--- config.mk ---
export PLATFORM = sky130hd
export DESIGN_NAME = cssh_hold
export DESIGN_NICKNAME = d
export VERILOG_FILES = /design/src/rtl/cssh_pkg.sv /design/src/rtl/cssh_hold.sv
export SDC_FILE = /design/constraint.sdc
export NUM_CORES = 1
export LEC_CHECK = 0
export BUFFER_PORTS_ARGS = -buffer_cell sky130_fd_sc_hd__buf_2
export CORE_MARGIN = 3
export CORE_UTILIZATION = 41
export CTS_BUF_LIST = sky130_fd_sc_hd__clkbuf_8 sky130_fd_sc_hd__clkbuf_16
export DETAILED_ROUTE_END_ITERATION = 10
export PLACE_DENSITY = 0.74
export SYNTH_ARGS = -nofsm -noshare
export SYNTH_HDL_FRONTEND = slang
export SYNTH_SLANG_ARGS = --single-unit
export TNS_END_PERCENT = 50
--- constraint.sdc ---
create_clock -name clk -period 9.08 [get_ports clk]
set_clock_uncertainty 0.15 [all_clocks]
set_input_delay 1.816 -clock clk [delete_from_list [all_inputs] [get_ports clk]]
set_output_delay 1.816 -clock clk [all_outputs]
set_load 0.01 [all_outputs]
--- src/rtl/cssh_pkg.sv ---
package cssh_pkg;

  localparam int CLASS_COUNT = 7;
  localparam int TIME_BITS   = 32;
  localparam int CLASS_BITS  = $clog2(CLASS_COUNT);
  localparam int PROB_BITS   = 17;
  localparam int FRAC_BITS   = 16;
  localparam int HOLD_BITS   = 16;
  localparam int CFG_IDX_BITS  = 1;
  localparam int CFG_DATA_BITS = 17;

  localparam int IN_RAW_BITS   = TIME_BITS + CLASS_COUNT * PROB_BITS;
  localparam int IN_DATA_BITS  = ((IN_RAW_BITS + 7) / 8) * 8;
  localparam int OUT_RAW_BITS  = CLASS_BITS + PROB_BITS + CLASS_COUNT * PROB_BITS;
  localparam int OUT_DATA_BITS = ((OUT_RAW_BITS + 7) / 8) * 8;

  localparam logic [CLASS_BITS-1:0] NEUTRAL     = CLASS_BITS'(CLASS_COUNT - 1);
  localparam logic [PROB_BITS-1:0]  ONE_Q16     = PROB_BITS'(1 << FRAC_BITS);
  localparam logic [PROB_BITS-1:0]  ALPHA_RESET = PROB_BITS'(19661);
  localparam logic [HOLD_BITS-1:0]  HOLD_RESET  = HOLD_BITS'(500);

  localparam logic [CFG_IDX_BITS-1:0] REG_ALPHA = CFG_IDX_BITS'(0);
  localparam logic [CFG_IDX_BITS-1:0] REG_HOLD  = CFG_IDX_BITS'(1);

  // running argmax handed from cell to cell
  typedef struct packed {
    logic [PROB_BITS-1:0]  val;
    logic [CLASS_BITS-1:0] idx;
  } best_t;

  // one frame's summary as it enters the hold stage
  typedef struct packed {
    logic                 frame;
    best_t                best;
    logic [TIME_BITS-1:0] now;
  } frame_t;

endpackage

--- src/rtl/cssh_hold.sv ---
module cssh_hold (
  input  logic                            clk,
  input  logic                            rst,
  input  logic                            load,
  input  logic                            upd,
  input  logic [cssh_pkg::HOLD_BITS-1:0]  hold_time,
  input  cssh_pkg::frame_t                info,
  output logic [cssh_pkg::CLASS_BITS-1:0] report,
  output logic [cssh_pkg::PROB_BITS-1:0]  conf
);
  import cssh_pkg::*;

  logic [CLASS_BITS-1:0] dominant;
  logic [TIME_BITS-1:0]  since;
  logic [CLASS_BITS-1:0] held;
  logic                  changed;
  logic [TIME_BITS-1:0]  since_next;
  logic [TIME_BITS-1:0]  elapsed;
  logic [CLASS_BITS-1:0] held_next;

  assign changed    = (info.best.idx != dominant);
  assign since_next = changed ? info.now : since;
  assign elapsed    = info.now - since_next;
  assign held_next  = (elapsed >= TIME_BITS'(hold_time)) ? info.best.idx : held;

  always_ff @(posedge clk) begin
    if (rst) begin
      dominant <= NEUTRAL;
      since    <= '0;
      held     <= NEUTRAL;
    end else if (upd && info.frame) begin
      dominant <= info.best.idx;
      since    <= since_next;
      held     <= held_next;
    end
  end

  always_ff @(posedge clk) begin
    if (load) begin
      report <= info.frame ? held_next : NEUTRAL;
      conf   <= info.frame ? info.best.val : '0;
    end
  end

  a_invalid_neutral: assert property (@(posedge clk) disable iff (rst)
    (load && !info.frame) |=> (report == NEUTRAL && conf == '0))
    else $error("invalid frame did not report neutral");

  a_zero_hold: assert property (@(posedge clk) disable iff (rst)
    (upd && info.frame && hold_time == '0) |=> (held == $past(info.best.idx)))
    else $error("zero hold did not follow dominant class");

  a_dominant_tracks: assert property (@(posedge clk) disable iff (rst)
    (upd && info.frame) |=> (dominant == $past(info.best.idx)))
    else $error("dominant class not updated");

endmodule

# Yosys cells after proc, flatten, opt, wreduce, memory -nomap -nowiden
# Cells that the tools add are included.
# totals
ff_bits,58
latchBits,0
mem_bits_rw,0
romBits,0
input_bits,73
n_memories,0
# classes
addsub,1
mul,0
div,0
n_lt_le_gt_ge,1
n_eq_ne,1
shift,0
n_mux,2
n_bitwise,0
n_reduce_logical,1
# op_table
op,count
$ge A32 B16 Y1,1
$mux W32,1
$sub A32 B32 Y32,1
$mux W3,1
$ne A3 B3 Y1,1
$logic_and A1 B1 Y1,1

# Logic depth before layout (Yosys ltp)
# depth
depth_word,5
ltp_mapped,29
mapped_depth_nobuf,27

# Worst setup path before layout
# No wires, ideal clock.
# synth_timing
kind,input-to-reg
startpoint,input info[33] (netlist name)
endpoint,"register report[1] (netlist name), data pin"
setup_ps,269
t_arrival_ps,6723
t_required_ps,8661
slack_ps,1938
stages,27
n_path_buf,2
path_cell_list,xnor2_1 > nand3_1 > buf_2 > buf_1 > mux2i_1 > ha_1 > nand2b_1 > a21oi_1 > a41oi_1 > nand2_1 > a21o_1 > a21oi_1 > a2bb2oi_1 > a21boi_0 > o221ai_1 > xnor2_1 > ha_1 > a21oi_1 > nor2b_1 > o21ai_0 > o2111ai_1 > nor4_1 > nand4_1 > nor4_2 > or4b_1 > o21ai_0 > nand3_1
# synth_between
elab_chain_len,5
# synth_lines
item,line_no,rtl
"start, declared",cssh_hold.sv:7,"input cssh_pkg::frame_t info,"
$ne A3 B3 Y1,cssh_hold.sv:21,assign changed = (info.best.idx != dominant);
$mux W32,cssh_hold.sv:22,assign since_next = changed ? info.now : since;
$sub A32 B32 Y32,cssh_hold.sv:23,assign elapsed = info.now - since_next;
$ge A32 B16 Y1,cssh_hold.sv:24,assign held_next = (elapsed >= TIME_BITS'(hold_time)) ? info.best.idx : held;
$mux W3 (*),cssh_hold.sv:24,
"end signal, assigned",cssh_hold.sv:40,report <= info.frame ? held_next : NEUTRAL;
"end, declared",cssh_hold.sv:8,"output logic [cssh_pkg::CLASS_BITS-1:0] report,"
# Every way passes the cells marked *; elsewhere a longest branch is shown, timed or not.
# A chain may end at the register's enable or synchronous reset.

# Final worst setup path
# layout_timing
startpoint,input info[33] (netlist name)
endpoint,"register report[2] (netlist name), data pin"
# layout_between
elab_chain_len,5
# layout_lines
item,line_no,rtl
$ne A3 B3 Y1,cssh_hold.sv:21,
$mux W32,cssh_hold.sv:22,
via since_next[0],cssh_hold.sv:17,logic [TIME_BITS-1:0] since_next;
$sub A32 B32 Y32,cssh_hold.sv:23,
$ge A32 B16 Y1,cssh_hold.sv:24,
$mux W3,cssh_hold.sv:24,
# The timed path passes the listed nets, and every way through them passes these cells.

==> metrics <==
crit start category=primary input; via count=5035; die area=0.0140 sq mm; number of synthesized flops with an enable pin=20; Initial Utilization=between 40% and 50%; CTS clock-pin slew for the worst setup and hold paths=0.06 ns; PortBufs=92; post-synthesis cell type count=around 70; Min-Delay Path Depth=2; crit share post-route=82.2%; Hold Path Sink=since[31]; initial antenna violation count=0; Worst Max-Slew Pin Slew=around 0.80 ns; ANT nets after route=0; fin crit period=7.46 ns; met1 Use GR=26.5%; RePlAce Congestion=roughly 0.92; met2 usage=32.2%; Worst Hold Class=reg2reg; top_reg_cell synth=dfxtp_1; CP Class=in2reg; n_diodes=0; DRT Pass-1 Iters=6; Setup TNS=0 ns; average size of a mapped cell=roughly 8 sq um; leak pwr=0.00272 uW; final worst setup slack=1.62 ns; first-pass GRT wire length=23400 microns; chip width=between 100 and 150 microns; top cells by count, synth=nor2_1 (63), nand2_1 (53), a21oi_1 (47), ha_1 (44); num rows=40; drt wl/cell=16.2 microns; Final Max Tran Viols=0; CTS Hold Bufs=0; Seq/Total Area, Yosys=26.3%; Clk Latency, worst-skew pair=0.34 ns; CP Max Fanout=14; max-cap viol count=0; Slew headroom=46.6%; Total GRT Usage=between 20% and 30%; layout cells sized above 1=between 10% and 20%; clk sink count=58; fin nets=about 830; status=completed; vias in the first global route=4683; R2R setup slack=2.90 ns; GRT busiest layer=met2; Critical Path AT=7.38 ns; vias per cell=5.71; most frequent cell after synthesis=nor2_1; Die Span Y=118 microns; Post-Syn Nets=752; Worst Reg-to-Reg Cells=27; RSZ-0062 raised after global routing=no; M3 GR Usage=4.16%; largest net degree at the start of global routing=56; CTS root buffer=clkbuf_16; post-synthesis async set-or-reset flop share=0%; Final Hold Fails=0; leading area contributor after synthesis=dfxtp_1; Place WS=1.43 ns; Worst setup EP type=register; ranking of synthesized cells by area=dfxtp_1 (15%), edfxtp_1 (12%), ha_1 (11%), mux2i_1 (5.8%), nor2_1 (4.6%); final WL=14300 microns; Worst R2R Start=dominant[1]; # H-tree levels=3; reg2reg end=report[2]; Ys Warns=0; worst path required time=9.00 ns; power per cell area=around 180 mW/mm^2; Peak Freq=roughly 130 MHz; Hold Path Origin=since[31]; Area Overhead vs Synth=17.9%; # Post-CTS Setup Buffers=0; Top-Level Pins=93; Num CTS Buffers=9; residual DRC count=0; post-synth top area share=roughly 15%; initial DRC count=452; Yosys reg bits=between 50 and 60; Mapped Area=0.00517 sq mm; GR Overflow Total=0; clk buf depth=2; post-DP HPWL=10700 microns; Post-CTS Resized=0; peak supply drop=around 0.00009 V; post-synthesis cell count=634; CTS tree=built; core area=0.0122 sq mm; Tot Pwr=1080 uW; hold slack=~0.32 ns; final setup violation count=0
power breakdown:
part / internal, uW / leakage, uW / switching [uW]
combinational: 153 / 0.00204 / 230
clock: 270 / 0.000170 / 133
sequential: 287 / 0.000506 / 8.56
total: 711 / 0.00272 / 372
registers in the layout, indices dropped and copies added (netlist names):
register,flops
since,32
conf,17
dominant,3
held,3
report,3
worst max path at each step:
stage              from        end
2_1_floorplan  info[33]  report[1]
3_3_place_gp   info[32]  report[1]
3_5_place_dp   info[33]  report[2]
4_1_cts        info[33]  report[2]
5_1_grt        info[33]  report[2]
6_report       info[33]  report[2]
cells by family after synthesis:
| family | after synthesis | synth area share, % |
|---|---|---|
| buffers and inverters | 70 | 5.32 |
| AOI/OAI and AO/OA | 186 | 25.3 |
| DFF | 58 | 26.3 |
| muxes | 32 | 6.24 |
| and+or+nand+nor | 211 | 20.2 |
| xor gates and xnor gates | 30 | 5.23 |
| adders and majority gates | 47 | 11.4 |
stage by stage:
step	util (%)	instance area [sq um]	instances
2_1_floorplan	-	5170	634
3_3_place_gp	47.2	5750	866
3_5_place_dp	47.2	5750	866
4_1_cts	50.1	6100	882
5_1_grt	50.1	6100	882
6_report	50.1	6100	882
cell usage in the layout, fill, tap and decap left out, types with 3 or more instances in the layout:
cell	Yosys	final
xnor2_1	23	23
nand2_1	53	53
clkbuf_16	0	9
a31oi_1	7	7
o21a_1	7	7
and2_1	19	18
edfxtp_1	20	20
dfxtp_1	38	38
mux2i_1	30	30
nor3_1	9	9
ha_1	44	44
xor2_1	6	6
and3_1	6	6
nor2_1	63	63
clkinv_4	0	3
o31ai_1	3	3
nand4_1	12	12
nand3_1	16	15
a311oi_1	4	4
a21o_1	10	10
buf_2	7	92
a211oi_1	29	29
nand3b_1	4	4
buf_4	1	4
o2111ai_1	6	6
inv_1	38	38
nor2b_1	5	5
a31o_2	3	3
a211o_1	4	4
nand2b_1	9	9
o21ai_0	28	28
a21oi_1	47	47
o221ai_1	3	3
and4_1	3	3
bufinv_16	0	3
a21oi_2	3	3
final cells by class:
cell class	count	area, sq um
clock buffer	9	225
multi-input combinational	506	3540
tap	168	210
fill	1156	6070
sequential	58	1360
timing repair buffer	96	490
clock inverter	7	125
inverter	38	143
worst max-delay path, stage by stage:
cell	delay [ns]
buf_2	0.13
xnor2_1	0.36
and3_1	0.22
buf_4	0.21
o21ai_0	0.15
ha_1	0.24
fa_1	0.41
nand2b_1	0.16
a21oi_1	0.31
a41oi_1	0.19
nand2_1	0.11
a21o_1	0.18
a21oi_1	0.06
a2bb2oi_1	0.14
a21boi_0	0.13
o221ai_1	0.21
xnor2_1	0.10
ha_1	0.18
a21oi_1	0.13
nor2b_1	0.06
o21ai_0	0.19
o2111ai_1	0.14
nor4_1	0.27
nand4_1	0.15
nor4_2	0.35
or4b_1	0.52
o21ai_0	0.17
nand3_1	0.09
metal layers:
layer  share of wire [%]  vias up
li1                    -     2477
met1                  45     2317
met2                  46      206
met3                 6.2       35
met4                 2.9        0
met5                   0        -
Power figures use the tool's default switching activity.
