===== src/rtl/cssh_pkg.sv =====
package cssh_pkg;

  localparam int CLASS_COUNT = 7;
  localparam int TIME_BITS   = 32;
  localparam int CLASS_BITS  = $clog2(CLASS_COUNT);
  localparam int PROB_BITS   = 17;
  localparam int FRAC_BITS   = 16;
  localparam int HOLD_BITS   = 16;
  localparam int CFG_IDX_BITS  = 1;
  localparam int CFG_DATA_BITS = 17;

  localparam int IN_RAW_BITS   = TIME_BITS + CLASS_COUNT * PROB_BITS;
  localparam int IN_DATA_BITS  = ((IN_RAW_BITS + 7) / 8) * 8;
  localparam int OUT_RAW_BITS  = CLASS_BITS + PROB_BITS + CLASS_COUNT * PROB_BITS;
  localparam int OUT_DATA_BITS = ((OUT_RAW_BITS + 7) / 8) * 8;

  localparam logic [CLASS_BITS-1:0] NEUTRAL     = CLASS_BITS'(CLASS_COUNT - 1);
  localparam logic [PROB_BITS-1:0]  ONE_Q16     = PROB_BITS'(1 << FRAC_BITS);
  localparam logic [PROB_BITS-1:0]  ALPHA_RESET = PROB_BITS'(19661);
  localparam logic [HOLD_BITS-1:0]  HOLD_RESET  = HOLD_BITS'(500);

  localparam logic [CFG_IDX_BITS-1:0] REG_ALPHA = CFG_IDX_BITS'(0);
  localparam logic [CFG_IDX_BITS-1:0] REG_HOLD  = CFG_IDX_BITS'(1);

  // running argmax handed from cell to cell
  typedef struct packed {
    logic [PROB_BITS-1:0]  val;
    logic [CLASS_BITS-1:0] idx;
  } best_t;

  // one frame's summary as it enters the hold stage
  typedef struct packed {
    logic                 frame;
    best_t                best;
    logic [TIME_BITS-1:0] now;
  } frame_t;

endpackage


===== src/rtl/cssh_cell.sv =====
module cssh_cell (
  input  logic                            clk,
  input  logic                            rst,
  input  logic [cssh_pkg::CLASS_BITS-1:0] cell_idx,
  input  logic                            upd,
  input  logic                            load1,
  input  logic                            load2,
  input  logic [cssh_pkg::PROB_BITS-1:0]  alpha,
  input  logic [cssh_pkg::PROB_BITS-1:0]  alpha_inv,
  input  logic [cssh_pkg::PROB_BITS-1:0]  raw,
  input  cssh_pkg::best_t                 best_in,
  output cssh_pkg::best_t                 best_out,
  output logic [cssh_pkg::PROB_BITS-1:0]  smooth
);
  import cssh_pkg::*;

  logic [PROB_BITS-1:0]   s;
  logic [PROB_BITS-1:0]   p1_s;
  logic [PROB_BITS-1:0]   p2_s;
  logic [PROB_BITS-1:0]   raw_sat;
  logic [2*PROB_BITS-1:0] acc;
  logic [PROB_BITS-1:0]   s_new;

  assign raw_sat = (raw > ONE_Q16) ? ONE_Q16 : raw;
  // both terms together never exceed 2^32, so the shifted sum fits
  assign acc   = alpha * raw_sat + alpha_inv * s;
  assign s_new = acc[FRAC_BITS +: PROB_BITS];

  always_ff @(posedge clk) begin
    if (rst) begin
      s <= (cell_idx == NEUTRAL) ? ONE_Q16 : '0;
    end else if (upd) begin
      s <= s_new;
    end
  end

  always_ff @(posedge clk) begin
    if (load1) begin
      p1_s <= upd ? s_new : s;
    end
    if (load2) begin
      p2_s <= p1_s;
    end
  end

  // strict compare keeps ties on the lower index
  always_comb begin
    best_out = best_in;
    if (p1_s > best_in.val) begin
      best_out.val = p1_s;
      best_out.idx = cell_idx;
    end
  end

  assign smooth = p2_s;

endmodule


===== config.mk =====
export PLATFORM = sky130hd
export DESIGN_NAME = cssh_cell
export DESIGN_NICKNAME = d
export VERILOG_FILES = /design/src/rtl/cssh_pkg.sv /design/src/rtl/cssh_cell.sv
export SDC_FILE = /design/constraint.sdc
export NUM_CORES = 1
export LEC_CHECK = 0
export BUFFER_PORTS_ARGS = -buffer_cell sky130_fd_sc_hd__buf_2
export CAP_MARGIN = 25
export CORE_MARGIN = 5
export CORE_UTILIZATION = 45
export CTS_BUF_LIST = sky130_fd_sc_hd__clkbuf_8
export DETAILED_ROUTE_END_ITERATION = 10
export PLACE_DENSITY = 0.74
export SYNTH_ARGS = -nofsm -noshare
export SYNTH_HDL_FRONTEND = slang
export SYNTH_SLANG_ARGS = --single-unit

===== constraint.sdc =====
create_clock -name clk -period 9.03 [get_ports clk]
set_input_delay 1.806 -clock clk [delete_from_list [all_inputs] [get_ports clk]]
set_output_delay 1.806 -clock clk [all_outputs]
set_load 0.05 [all_outputs]

After elaboration in Yosys (flattened, before gate mapping)
Cells that the tools add are included.

$add $sub $neg: 1. $mul: 2. Magnitude comparators: 2. Equal/unequal tests: 1. Multiplexer cells: 5.

Operator list (count): two-way mux 17 bit (4); multiplier 17 x 17 -> 33 bit (2); adder 33 bit (1); two-way mux 20 bit (1); > comparator 17 bit (1); > comparator 17 bit (second input constant) (1); equality test 3 bit (second input constant) (1).

Flip-flop bits (word level): 51. Output and inout bits: 37. Word-level logic and storage cells: 14.

Logic depth before layout (Yosys ltp)
Depth in word-level cells: 6. Depth in mapped cells: 30.

Worst setup path before layout
Ideal clock, no wire load.

Path type: input to register. From: in raw[7] in the netlist's numbering. To: reg p1_s[11] (data pin). Library setup time: 0.265 ns. Arrival time: 9.156 ns. Setup slack: -0.392 ns. Cell stages on the path: 28. Buffers on the path: 3. Cell sequence: nor4_1 -> a41oi_1 -> clkbuf_1 -> nor2b_1 -> clkbuf_1 -> nand2_1 -> fa_1 -> inv_1 -> fa_1 -> fa_1 -> fa_1 -> inv_1 -> fa_1 -> inv_1 -> fa_1 -> fa_1 -> inv_1 -> fa_1 -> inv_1 -> ha_1 -> buf_6 -> a21o_1 -> a31o_1 -> a2111oi_4 -> a211oi_1 -> a31oi_1 -> mux2i_1 -> or3_1.

Cells in the longest elaborated chain, start to end: 5.

Ends and longest elaborated chain: start: declaration (RTL line cssh_cell.sv:10) `input logic [cssh_pkg::PROB_BITS-1:0] raw,`; > comparator 17 bit (RTL line cssh_cell.sv:24) `assign raw_sat = (raw > ONE_Q16) ? ONE_Q16 : raw;`; two-way mux 17 bit * (RTL line cssh_cell.sv:24); multiplier 17 x 17 -> 33 bit * (RTL line cssh_cell.sv:26) `assign acc = alpha * raw_sat + alpha_inv * s;`; adder 33 bit * (RTL line cssh_cell.sv:26); two-way mux 17 bit *; end signal: assignment (RTL line cssh_cell.sv:39) `p1_s <= upd ? s_new : s;`; end: declaration (RTL line cssh_cell.sv:18) `logic [PROB_BITS-1:0] p1_s;`.

Mark *: on every way between the ends. The rest lies on a longest branch, timed or not. A chain may end at the register's enable or synchronous reset.

Worst setup path after layout
From: in raw[2] in the netlist's numbering. To: reg p1_s[7] (data pin).

Same word-level chain as after synthesis.

==> metrics.md <==
| Metric | Value |
|---|---|
| Outcome | `completed` |
| Arrival time of the worst setup path | `slightly above 9000 ps` |
| Die extent in y | `233 um` |
| Required time of the critical path | `9090 ps` |
| Highest-count cells in the layout ignoring fill and taps | `583 x sky130_fd_sc_hd__inv_1, 486 x sky130_fd_sc_hd__fa_1, 311 x sky130_fd_sc_hd__nand2_1` |
| Multi-input gate area in the final layout | `19000 um^2` |
| Maximum level of the CTS H-tree | `2` |
| Overall overflow remaining after global route | `0` |
| RSZ-0062 raised after global routing | `yes` |
| Number of standard cells after synthesis | `2469` |
| Core Rows | `about 80` |
| Area added between synthesis and finish | `15.2%` |
| Total of max-cap violations | `0` |
| Fill count | `4366` |
| FF+latch count, synth | `51` |
| CP startpoint kind | `input port` |
| Stage delay of the slowest cell on the critical path | `540 ps` |
| Clock tree from TritonCTS | `built` |
| Detailed router's first-iteration violation count | `between 1000 and 1500` |
| CTS buffer count | `5` |
| Synthesized cell area | `approximately 22000 um^2` |
| Final-layout worst hold slack | `around 560 ps` |
| Clock latency of the later-clocked register in the worst-skew pair | `a little over 300 ps` |
| Most frequent cell on the critical path | `sky130_fd_sc_hd__fa_1` |
| Clock root buffer master | `sky130_fd_sc_hd__clkbuf_8` |
| Final Net Count | `3460` |
| Fraction of the yosys area taken by sequential cells | `6.11%` |
| Dominant cells by area after synthesis | `sky130_fd_sc_hd__fa_1 45%, sky130_fd_sc_hd__ha_1 12%, sky130_fd_sc_hd__inv_1 10%` |
| Routed vias/inst | `5.25` |
| Core Area | `49000 um^2` |
| Relative slew slack | `36.5%` |
| Post-layout worst setup margin | `30.6 ps` |
| CP max-delay cell | `sky130_fd_sc_hd__fa_1` |
| Area share of the leading cell type in the synthesized netlist | `45.1%` |
| Count of flip-flops with a built-in enable after synthesis | `34` |
| First-pass detailed-route iteration total | `8` |
| Die footprint | `54100 um^2` |
| Async set-or-reset flop fraction in the synthesized netlist | `0%` |
| Number of buffer and inverter stages on the critical path | `8` |
| Synthesized area per cell | `9.02 um^2` |
| Library cells used by synthesis | `60` |
| Sink count of the clock tree | `51` |
| Number of antenna violations at the first check in global routing | `4` |
| Minimum clock period | `9000 ps` |
| Dominant synthesized flop cell | `sky130_fd_sc_hd__edfxtp_1` |
| Number of vias in the routed layout | `around 18000` |
| Setup-failing EPs final | `0` |
| Port Buffer Count | `115` |
| Number of buffers on the longest clock path | `2` |
| Detailed placer's ending HPWL | `52100 um` |
| DR WL/cell | `18.0 um` |
| Largest area contributor in the synthesized netlist | `sky130_fd_sc_hd__fa_1` |
| Cell type group with the largest total delay on the critical path | `adder cells` |
| Register area | `1360 um^2` |
| Actual transition at the worst max-transition pin | `952 ps` |
| Dpl ws | `-786 ps` |
| Fmax | `111 MHz` |
| Tcrit/Tclk final | `99.7%` |
| Hold/Removal Path Class | `reg -> reg` |
| Share of cells above drive strength 1 | `16.9%` |
| Final max-slew violation count | `0` |
| Antenna Violating Nets Remaining | `0` |
| Remaining routing DRC violations | `0` |
| Die W | `233 um` |
| Via count of the first global-routing pass | `19294` |
| Register clock-pin slew on the reported worst setup and hold paths | `90 ps` |
| WL final | `59900 um` |
| Flop2flop setup slack | `~1500 ps` |
| Final hold violation count | `0` |
| Most common cell after layout, fill and taps aside | `sky130_fd_sc_hd__inv_1` |
| Boundary Pins | `116` |
| First-pass GRT wire length | `98600 um` |
| Starting density of the core | `45.5%` |
| Placer congestion estimate | `0.921` |
| Total routing resource utilization after global routing | `22.5%` |
| WS Path Type | `in -> reg` |
| Maximum fanout along the worst path | `6` |
| Crit path capture type | `flip-flop` |
| Maximum number of pins on one net before global-route repair | `41` |
| YS warnings | `0` |
| Post-synth net total | `3261` |
| Setup clock skew after layout | `12.3 ps` |
## per-stage QoR
stage | setup TNS, ps | instance area [um^2] | instances | util [%]
detailed placement | -15420 | 24600 | 3299 | 50.2
global route | -2470 | 25700 | 3333 | 52.4
finish | 0 | 25700 | 3334 | 52.5
CTS | -359 | 25000 | 3316 | 51.0
floorplan | 0 | 22400 | 2469 | -
global placement | -11090 | 24600 | 3299 | 50.2
## per-layer routing
| layer | part of all wire [%] | track usage, % | vias up |
|---|---|---|---|
| li1 | - | - | 7809 |
| met1 | 41 | 29.8 | 8920 |
| met2 | 50 | 39.4 | 646 |
| met3 | 6.8 | 3.17 | 133 |
| met4 | 2.8 | 5.34 | 6 |
| met5 | 0.077 | 0 | - |
## cells in the mapped netlist (all sizes together), types with 5 or more instances
library cell and n:
a211oi 10, a21o 15, a21oi 36, a31oi 9
and2 320, and3 5, clkbuf 108, dfxtp 17
edfxtp 34, fa 502, ha 211, inv 593
mux2 5, nand2 320, nand2b 5, nand3 71
nand3b 7, nand4 9, nor2 27, nor2b 20
nor3 8, nor4 6, o211ai 22, o21ai 16
o21bai 6, o311a 16, xnor2 14, xor2 5
## cell families (layout without fill, tap and decap cells)
family          Yosys count  after routing  synth area share [%]
flops                    51             51                  6.11
fa+ha+maj               713            713                  57.0
mux                       8              8                 0.387
simple gates            810            810                  18.5
other cells               0              1                     0
xor+xnor                 19             19                 0.747
compound gates          164            164                  5.36
buf+inv                 704            904                  11.9
## final cells by class
cell class                 count  share of cell area, %
timing repair buffer         303                   8.33
inverter                     593                   8.67
antenna                        1                0.00975
clock buffer                   5                  0.268
multi-input combinational   1714                   74.1
clock inverter                 3                 0.0877
tap                          664                   3.24
sequential                    51                   5.30
## worst register-to-register path: cells and delay by family, from the launching register on
kind	cells	cell delay, ps
adders and majority gates	9	4220
DFF	1	910
buffers and inverters	9	770
and+or+nand+nor	4	680
AOI/OAI and AO/OA	2	450
muxes	1	290
xor gates and xnor gates	1	150
## state kept, by name, indices dropped and copies added, names as in the netlist
name and cells:
s 17, smooth 17, p1_s 17
## final timing paths
path,startpoint,endpoint,depth (start not counted)
setup / recovery,raw[2],p1_s[7],28
setup reg to reg,s[7],s[2],26
hold reg to reg,p1_s[8],smooth[8],0
hold / removal,p1_s[8],smooth[8],0
## timing repair
| item | CTS | global route |
|---|---|---|
| cloned | 1 | 0 |
| buffers inserted | 8 | 19 |
| pin swaps | 24 | 63 |
| endpoints found under the hold margin | 0 | 0 |
| endpoints found under the setup margin | 29 | 30 |
| gates resized for setup | 47 | 133 |
| hold buffers | 0 | 0 |
Power is left out: the tool's default activity adds up to more than one toggle a clock period on the data nets, which glitch-free logic cannot reach.
